[src/rtl/s2a_pkg.sv]
// Shared types, constants and the digit glyph function for the
// signed integer to radix ASCII formatter. No dependencies.
`default_nettype none

package s2a_pkg;

    localparam int DIGIT_BITS     = 6;
    localparam int CHAR_BITS      = 8;
    localparam int BITS_PER_CYCLE = 8;

    localparam logic [DIGIT_BITS-1:0] RADIX_MIN   = 6'd2;
    localparam logic [DIGIT_BITS-1:0] RADIX_MAX   = 6'd36;
    localparam logic [DIGIT_BITS-1:0] RADIX_RESET = 6'd10;
    localparam logic [DIGIT_BITS-1:0] DIGIT_TEN   = 6'd10;

    localparam logic [CHAR_BITS-1:0] CHAR_MINUS = 8'h2D;
    localparam logic [CHAR_BITS-1:0] CHAR_ZERO  = 8'h30;
    localparam logic [CHAR_BITS-1:0] CHAR_A     = 8'h41;

    typedef struct packed {
        logic neg;
        logic zero;
    } s2a_class_t;

    typedef enum logic [2:0] {
        S_IDLE,
        S_DIV,
        S_SIGN,
        S_RD,
        S_WAIT,
        S_ZERO
    } s2a_state_t;

    // Map one digit to its upper-case ASCII glyph; out-of-range codes give '0'.
    function automatic logic [CHAR_BITS-1:0] glyph_for(input logic [DIGIT_BITS-1:0] digit);
        logic [CHAR_BITS-1:0] g;
        if (digit < DIGIT_TEN)
        begin
            g = CHAR_ZERO + {2'b00, digit};
        end
        else if (digit < RADIX_MAX)
        begin
            g = CHAR_A + {2'b00, digit - DIGIT_TEN};
        end
        else
        begin
            g = CHAR_ZERO;
        end
        return g;
    endfunction

endpackage

`default_nettype wire

[src/rtl/s2a_ram.sv]
// Generic single-write, single-read RAM with registered read data.
// No dependencies.
`default_nettype none

module s2a_ram #(
    parameter int WIDTH = 6,
    parameter int DEPTH = 32
) (
    input  wire logic                     clk,
    input  wire logic                     wr_en,
    input  wire logic [$clog2(DEPTH)-1:0] wr_addr,
    input  wire logic [WIDTH-1:0]         wr_data,
    input  wire logic                     rd_en,
    input  wire logic [$clog2(DEPTH)-1:0] rd_addr,
    output logic      [WIDTH-1:0]         rd_data
);

    logic [WIDTH-1:0] mem_reg [DEPTH];

    always_ff @(posedge clk)
    begin
        if (wr_en)
        begin
            mem_reg[wr_addr] <= wr_data;
        end
        if (rd_en)
        begin
            rd_data <= mem_reg[rd_addr];
        end
    end

endmodule

`default_nettype wire

[src/rtl/s2a_front.sv]
// Front end: accepts input beats, classifies sign and zero, takes the
// magnitude, and holds the result in a two-entry queue. Uses s2a_pkg.
`default_nettype none

module s2a_front #(
    parameter int VALUE_WIDTH = 32
) (
    input  wire logic                    clk,
    input  wire logic                    rst_n,
    input  wire logic                    in_valid,
    output logic                         in_stall,
    input  wire logic [VALUE_WIDTH-1:0]  value,
    output logic                         q_valid,
    input  wire logic                    q_pop,
    output s2a_pkg::s2a_class_t          q_class,
    output logic      [VALUE_WIDTH-1:0]  q_mag
);
    import s2a_pkg::*;

    logic [VALUE_WIDTH-1:0] mag_c;
    s2a_class_t             class_c;
    logic                   push;

    logic [VALUE_WIDTH-1:0] mag_reg   [2];
    s2a_class_t             class_reg [2];
    logic                   wr_ptr_reg, wr_ptr_next;
    logic                   rd_ptr_reg, rd_ptr_next;
    logic [1:0]             fill_reg,   fill_next;

    always_comb
    begin
        class_c.neg  = value[VALUE_WIDTH-1];
        class_c.zero = (value == '0);
        mag_c        = class_c.neg ? (~value + VALUE_WIDTH'(1)) : value;
    end

    assign in_stall = (fill_reg == 2'd2);
    assign push     = in_valid && !in_stall;
    assign q_valid  = (fill_reg != 2'd0);
    assign q_class  = class_reg[rd_ptr_reg];
    assign q_mag    = mag_reg[rd_ptr_reg];

    always_comb
    begin
        wr_ptr_next = push  ? ~wr_ptr_reg : wr_ptr_reg;
        rd_ptr_next = q_pop ? ~rd_ptr_reg : rd_ptr_reg;
        fill_next   = fill_reg + {1'b0, push} - {1'b0, q_pop};
    end

    always_ff @(posedge clk or negedge rst_n)
    begin
        if (!rst_n)
        begin
            wr_ptr_reg <= 1'b0;
            rd_ptr_reg <= 1'b0;
            fill_reg   <= 2'd0;
        end
        else
        begin
            wr_ptr_reg <= wr_ptr_next;
            rd_ptr_reg <= rd_ptr_next;
            fill_reg   <= fill_next;
        end
    end

    always_ff @(posedge clk)
    begin
        if (push)
        begin
            mag_reg[wr_ptr_reg]   <= mag_c;
            class_reg[wr_ptr_reg] <= class_c;
        end
    end

endmodule

`default_nettype wire

[src/rtl/s2a_back.sv]
// Back end: divides the magnitude by the radix, eight quotient bits per
// cycle, stores digits in s2a_ram, then emits them most significant
// first through an output register. Uses s2a_pkg and s2a_ram.
`default_nettype none

module s2a_back #(
    parameter int VALUE_WIDTH = 32
) (
    input  wire logic                              clk,
    input  wire logic                              rst_n,
    input  wire logic [s2a_pkg::DIGIT_BITS-1:0]    radix_cur,
    input  wire logic                              q_valid,
    output logic                                   q_pop,
    input  wire s2a_pkg::s2a_class_t               q_class,
    input  wire logic [VALUE_WIDTH-1:0]            q_mag,
    output logic                                   out_valid,
    input  wire logic                              out_stall,
    output logic      [s2a_pkg::CHAR_BITS-1:0]     char_code,
    output logic                                   last_char
);
    import s2a_pkg::*;

    localparam int STEPS = (VALUE_WIDTH + BITS_PER_CYCLE - 1) / BITS_PER_CYCLE;
    localparam int PW    = STEPS * BITS_PER_CYCLE;
    localparam int SW    = $clog2(STEPS + 1);
    localparam int CW    = $clog2(VALUE_WIDTH + 1);
    localparam int AW    = $clog2(VALUE_WIDTH);

    s2a_state_t state_reg, state_next;

    logic [PW-1:0]         div_reg,  div_next;
    logic [DIGIT_BITS-1:0] rem_reg,  rem_next;
    logic [SW-1:0]         step_reg, step_next;
    logic [CW-1:0]         count_reg, count_next;
    logic                  neg_reg,  neg_next;
    logic                  out_valid_reg, out_valid_next;
    logic [CHAR_BITS-1:0]  char_reg, char_next;
    logic                  last_reg, last_next;

    logic [PW-1:0]         div_c;
    logic [DIGIT_BITS-1:0] rem_c;
    logic [DIGIT_BITS:0]   trial;
    logic                  ge;
    logic                  div_done;
    logic                  out_free;
    logic                  wr_en;
    logic                  rd_en;
    logic [DIGIT_BITS-1:0] rd_data;

    // Eight restoring-division steps on the narrow remainder.
    always_comb
    begin
        div_c = div_reg;
        rem_c = rem_reg;
        trial = '0;
        ge    = 1'b0;
        for (int j = 0; j < BITS_PER_CYCLE; j++)
        begin
            trial = {rem_c, div_c[PW-1]};
            ge    = (trial >= {1'b0, radix_cur});
            if (ge)
            begin
                trial = trial - {1'b0, radix_cur};
            end
            rem_c = trial[DIGIT_BITS-1:0];
            div_c = {div_c[PW-2:0], ge};
        end
    end

    assign div_done = (step_reg == SW'(STEPS - 1));
    assign out_free = !out_valid_reg || !out_stall;

    always_comb
    begin
        state_next = state_reg;
        unique case (state_reg)
            S_IDLE:
            begin
                if (q_valid)
                begin
                    state_next = q_class.zero ? S_ZERO : S_DIV;
                end
            end
            S_DIV:
            begin
                if (div_done && (div_c == '0))
                begin
                    state_next = S_SIGN;
                end
            end
            S_SIGN:
            begin
                if (!neg_reg || out_free)
                begin
                    state_next = S_RD;
                end
            end
            S_RD:
            begin
                state_next = S_WAIT;
            end
            S_WAIT:
            begin
                if (out_free)
                begin
                    state_next = (count_reg == CW'(1)) ? S_IDLE : S_RD;
                end
            end
            S_ZERO:
            begin
                if (out_free)
                begin
                    state_next = S_IDLE;
                end
            end
            default:
            begin
                state_next = S_IDLE;
            end
        endcase
    end

    always_comb
    begin
        div_next       = div_reg;
        rem_next       = rem_reg;
        step_next      = step_reg;
        count_next     = count_reg;
        neg_next       = neg_reg;
        out_valid_next = out_valid_reg && out_stall;
        char_next      = char_reg;
        last_next      = last_reg;
        q_pop          = 1'b0;
        wr_en          = 1'b0;
        rd_en          = 1'b0;
        unique case (state_reg)
            S_IDLE:
            begin
                if (q_valid)
                begin
                    q_pop      = 1'b1;
                    div_next   = PW'(q_mag);
                    rem_next   = '0;
                    step_next  = '0;
                    count_next = '0;
                    neg_next   = q_class.neg;
                end
            end
            S_DIV:
            begin
                div_next = div_c;
                if (div_done)
                begin
                    wr_en      = 1'b1;
                    count_next = count_reg + CW'(1);
                    rem_next   = '0;
                    step_next  = '0;
                end
                else
                begin
                    rem_next  = rem_c;
                    step_next = step_reg + SW'(1);
                end
            end
            S_SIGN:
            begin
                if (neg_reg && out_free)
                begin
                    out_valid_next = 1'b1;
                    char_next      = CHAR_MINUS;
                    last_next      = 1'b0;
                end
            end
            S_RD:
            begin
                rd_en = 1'b1;
            end
            S_WAIT:
            begin
                if (out_free)
                begin
                    out_valid_next = 1'b1;
                    char_next      = glyph_for(rd_data);
                    last_next      = (count_reg == CW'(1));
                    count_next     = count_reg - CW'(1);
                end
            end
            S_ZERO:
            begin
                if (out_free)
                begin
                    out_valid_next = 1'b1;
                    char_next      = CHAR_ZERO;
                    last_next      = 1'b1;
                end
            end
            default:
            begin
                q_pop = 1'b0;
            end
        endcase
    end

    always_ff @(posedge clk or negedge rst_n)
    begin
        if (!rst_n)
        begin
            state_reg     <= S_IDLE;
            step_reg      <= '0;
            count_reg     <= '0;
            neg_reg       <= 1'b0;
            out_valid_reg <= 1'b0;
        end
        else
        begin
            state_reg     <= state_next;
            step_reg      <= step_next;
            count_reg     <= count_next;
            neg_reg       <= neg_next;
            out_valid_reg <= out_valid_next;
        end
    end

    always_ff @(posedge clk)
    begin
        div_reg  <= div_next;
        rem_reg  <= rem_next;
        char_reg <= char_next;
        last_reg <= last_next;
    end

    s2a_ram #(
        .WIDTH (DIGIT_BITS),
        .DEPTH (VALUE_WIDTH)
    ) u_digits (
        .clk     (clk),
        .wr_en   (wr_en),
        .wr_addr (count_reg[AW-1:0]),
        .wr_data (rem_c),
        .rd_en   (rd_en),
        .rd_addr (AW'(count_reg - CW'(1))),
        .rd_data (rd_data)
    );

    assign out_valid = out_valid_reg;
    assign char_code = char_reg;
    assign last_char = last_reg;

endmodule

`default_nettype wire

[src/rtl/signed_int_to_radix_ascii.sv]
// Top level of the signed integer to radix ASCII formatter: radix
// register, front end with queue, divide-and-emit back end.
// Depends on s2a_pkg, s2a_front, s2a_back (and s2a_ram below it).
//
//  channel  | signals                               | flow
//  ---------+---------------------------------------+-------------------
//  input    | in_valid, in_stall, value             | one value per beat
//  output   | out_valid, out_stall, char_code,      | one char per beat
//           | last_char                             |
//  config   | radix_valid, radix_ready, radix       | one write per beat
//
// Sequence: the shared divider makes one full pass over the magnitude per
// digit, then the digits are read back from the RAM and emitted after the
// sign, most significant first; zero goes straight to a single '0' character.
// Reset: rst_n clears the queue, sequencer and output register; radix 10.
// Stalls: out_stall holds the output register; in_stall rises only when
// the two-entry queue is full, so the front keeps taking values meanwhile.
`default_nettype none

module signed_int_to_radix_ascii #(
    parameter int VALUE_WIDTH = 32
) (
    input  wire logic                                 clk,
    input  wire logic                                 rst_n,
    input  wire logic                                 in_valid,
    output logic                                      in_stall,
    input  wire logic signed [VALUE_WIDTH-1:0]        value,
    output logic                                      out_valid,
    input  wire logic                                 out_stall,
    output logic             [s2a_pkg::CHAR_BITS-1:0] char_code,
    output logic                                      last_char,
    input  wire logic                                 radix_valid,
    output logic                                      radix_ready,
    input  wire logic        [s2a_pkg::DIGIT_BITS-1:0] radix
);
    import s2a_pkg::*;

    logic [DIGIT_BITS-1:0]  radix_reg, radix_next;
    logic                   q_valid;
    logic                   q_pop;
    s2a_class_t             q_class;
    logic [VALUE_WIDTH-1:0] q_mag;

    // Always take config beats; drop writes outside 2..36.
    assign radix_ready = 1'b1;

    always_comb
    begin
        radix_next = radix_reg;
        if (radix_valid && (radix >= RADIX_MIN) && (radix <= RADIX_MAX))
        begin
            radix_next = radix;
        end
    end

    always_ff @(posedge clk or negedge rst_n)
    begin
        if (!rst_n)
        begin
            radix_reg <= RADIX_RESET;
        end
        else
        begin
            radix_reg <= radix_next;
        end
    end

    // Classify and queue incoming values.
    s2a_front #(
        .VALUE_WIDTH (VALUE_WIDTH)
    ) u_front (
        .clk      (clk),
        .rst_n    (rst_n),
        .in_valid (in_valid),
        .in_stall (in_stall),
        .value    (value),
        .q_valid  (q_valid),
        .q_pop    (q_pop),
        .q_class  (q_class),
        .q_mag    (q_mag)
    );

    // Divide, store digits, emit characters.
    s2a_back #(
        .VALUE_WIDTH (VALUE_WIDTH)
    ) u_back (
        .clk       (clk),
        .rst_n     (rst_n),
        .radix_cur (radix_reg),
        .q_valid   (q_valid),
        .q_pop     (q_pop),
        .q_class   (q_class),
        .q_mag     (q_mag),
        .out_valid (out_valid),
        .out_stall (out_stall),
        .char_code (char_code),
        .last_char (last_char)
    );

endmodule

`default_nettype wire

[config.mk]
export PLATFORM = sky130hd
export DESIGN_NAME = signed_int_to_radix_ascii
export DESIGN_NICKNAME = d
export VERILOG_FILES = /design/src/rtl/s2a_pkg.sv /design/src/rtl/s2a_ram.sv /design/src/rtl/s2a_front.sv /design/src/rtl/s2a_back.sv /design/src/rtl/signed_int_to_radix_ascii.sv
export SDC_FILE = /design/constraint.sdc
export NUM_CORES = 1
export LEC_CHECK = 0
export BUFFER_PORTS_ARGS = -buffer_cell sky130_fd_sc_hd__buf_2
export CELL_PAD_IN_SITES_DETAIL_PLACEMENT = 0
export CELL_PAD_IN_SITES_GLOBAL_PLACEMENT = 2
export CORE_UTILIZATION = 41
export DETAILED_ROUTE_END_ITERATION = 10
export GPL_TIMING_DRIVEN = 0
export PLACE_DENSITY = 0.87
export SYNTH_ARGS = -nofsm -noshare
export SYNTH_HDL_FRONTEND = slang
export SYNTH_SLANG_ARGS = --single-unit
[constraint.sdc]
create_clock -name clk -period 17.3 [get_ports clk]
set_clock_uncertainty 0.05 [all_clocks]
set_input_delay 1.73 -clock clk [delete_from_list [all_inputs] [get_ports clk]]
set_output_delay 1.73 -clock clk [all_outputs]
set_load 0.01 [all_outputs]
==> impl_metrics.ini <==
[run_status]
run_status = complete, but fails checks
violations = DRC

[cts]
cts_tree = done
htree_levels = 2
cts_root_buf = clkbuf_16
cts_buffer_depth = 3
cts_buffers = 36
cts_sinks = 337
postCtsHoldBufs = 0
clkLatencyLatePin_ps = 550
clk_pin_slew_ps = 60

[logic_synthesis]
syn_avg_cell_area_um2 = 13.5
synthSimpleGateAreaFrac_pct = 9.19
synthArstFlopShare_pct = 7.12
synthAdderAreaFrac_pct = 5.53
synth_compound_area_share_pct = 9.91
yosys_register_bits = 337
synth_nets = 1383
syn_area_um2 = 17200
yosysUniqueCellTypes = 86
synthCells = 1269
synth_ff_type = edfxtp_1
yosysWarnings = 0
synthMuxAreaShare_pct = 11.4
synth-xor-area-share_pct = 3.21
ys_seq_area_share_pct = 58.3
synth_top_family_by_area = multiplexers
synth_edf_count = 313

[worst_setup_path]
cp-start-kind = flip-flop
crit_type = reg -> reg
crit_fanout = 10
arrival_ps = 17070
required_ps = 17700
r2r_cells = 77
cp_common_cell = ha_1
endpoint_kind = flip-flop
crit_slowest_cell = dfstp_4
max_stage_delay_ps = 650

[global_route]
grt_overflow = 0
grtUsageMet2_pct = 31.3
grt_pass1_wl_mm = 62.0
grt_pass1_vias = 10800
antenna_found_initial = 1
busiest_layer = met2
use_met1_pct = 27.0
met3_usage_pct = 3.36
grt_use_total_pct = 19.4
grt_max_degree = 39

[route]
wl_mm = 41.0
dr.pass1.iters = 9
avgViaCountPerCell = 5.54
drc_errors = 10
first_iter_violations = 803
antenna_left = 0
drt-wirelength-per-cell_um = 20.6
vias = 11000

[timing]
post-route-period-util_pct = 96.4
setup_viol = 0
min_period_ps = 16670
slew_headroom_pct = 25.2
tightest_slew_ps = 1120
report.final.slew_viol_count = 0
holdWs_ps = 418
fmaxAchievable_mhz = 60.0
hold_viol = 0

[min_path]
hold_depth = 1
hold_class = reg -> reg

[finish]
nets = 1549
drive_gt1_share_pct = 24.9
area_delta_synth_final_pct = 19.1
fill_cells = 3460
mostFrequentLayoutCells = edfxtp_1 (313), nand2_1 (101), o21ai_0 (86)
largest_register_ffs = 192
mostFrequentLayoutCell = edfxtp_1

[place]
gp_congestion = 0.858
hpwl_mm = 27.8
port_buffers = 53

[job]
maxCapViolations = 0

[floorplanning]
start_util_pct = 41.8
placementRows = 74
fp.coreArea_um2 = 41000
die_x_um = 207
boundaryPins = 55
die_area_um2 = 42700
die_h_um = 207
## through the flow
| stage | area (um2) | std cells | utilization [%] | setup slack (ps) | setup TNS [ps] |
|---|---|---|---|---|---|
| 6_report | 20400 | 1992 | 49.8 | 630 | 0 |
| 3_5_place_dp | 18200 | 1857 | 44.4 | -4040 | -682960 |
| 3_3_place_gp | 18100 | 1854 | 44.2 | -4490 | -769780 |
| 5_1_grt | 20400 | 1991 | 49.8 | -162 | -8430 |
| 4_1_cts | 19900 | 1954 | 48.4 | 14.9 | 0 |
| 2_1_floorplan | 17200 | 1269 | - | 33.2 | 0 |
## worst paths after layout
check                               startpoint             endpoint  slack, ps
max reg2reg                       radix_reg[1]  u_back.state_reg[1]        630
min reg2reg                u_back.count_reg[5]  u_back.count_reg[5]        420
max                               radix_reg[1]  u_back.state_reg[1]        630
min                        u_back.count_reg[5]  u_back.count_reg[5]        420
min in group asynchronous                rst_n         radix_reg[5]       1140
max in group asynchronous                rst_n         radix_reg[0]      15640
## layout make-up
type / count / area [um2] / area share (%)
Clock inverter: 16 / 155 / 0.759
Antenna cell: 1 / 2.50 / 0.0122
Inverter: 59 / 240 / 1.18
Sequential cell: 337 / 10000 / 48.9
Tap cell: 532 / 666 / 3.26
Buffer: 45 / 235 / 1.15
Timing Repair Buffer: 131 / 922 / 4.51
Clock buffer: 46 / 1000 / 4.90
Multi-Input combinational cell: 825 / 7220 / 35.3
## worst max-delay path: cells and delay by family (launching register included)
family | cells | cell delay (ps)
simple gates | 17 | 4260
flops | 1 | 650
xor+xnor | 1 | 140
fa+ha+maj | 8 | 2400
mux | 1 | 330
compound gates | 39 | 7120
buf+inv | 11 | 1590
## repair_timing
| action | CTS | global route |
|---|---|---|
| buffers inserted | 37 | 37 |
| gates cloned | 0 | 1 |
| setup endpoints to repair | 203 | 202 |
| pin swaps | 24 | 47 |
| gates resized for setup | 57 | 56 |
## cell usage after synthesis, types with 11 or more instances
| cell type | number | area [um2] |
|---|---|---|
| clkbuf_1 | 36 | 135 |
| nor2_1 | 80 | 300 |
| mux2_2 | 15 | 169 |
| edfxtp_1 | 313 | 9400 |
| xnor2_1 | 53 | 464 |
| nand3_1 | 22 | 110 |
| nand2_1 | 103 | 387 |
| ha_1 | 63 | 788 |
| o31ai_1 | 12 | 90.1 |
| inv_1 | 58 | 218 |
| mux4_2 | 60 | 1350 |
| nor4_1 | 12 | 75.1 |
| dfrtp_1 | 22 | 551 |
| nor2b_1 | 16 | 100 |
| nor3_1 | 22 | 110 |
| nand2b_1 | 14 | 87.6 |
| a21oi_1 | 38 | 190 |
| a21o_1 | 11 | 82.6 |
| o21ai_0 | 93 | 465 |
| mux2i_1 | 40 | 400 |
## routing by layer
layer  vias up  wire [um]
li1       5223          -
met1      5513      18500
met2       245      19500
met3        54       2110
met4         0        881
met5         -          0
## kinds of logic (layout without fill, tap and decap cells)
kind of cell / count (synthesis) / in the layout
AO/OA/AOI/OAI: 249 / 249
XOR/XNOR: 63 / 63
adder cells (fa/ha/maj): 71 / 71
buffers and inverters: 107 / 297
flip-flops: 337 / 337
multiplexers: 117 / 117
other: 1 / 2
AND/OR/NAND/NOR: 324 / 324
Power is left out: the tool's default activity adds up to more than one toggle a clock period on the data nets, which glitch-free logic cannot reach.
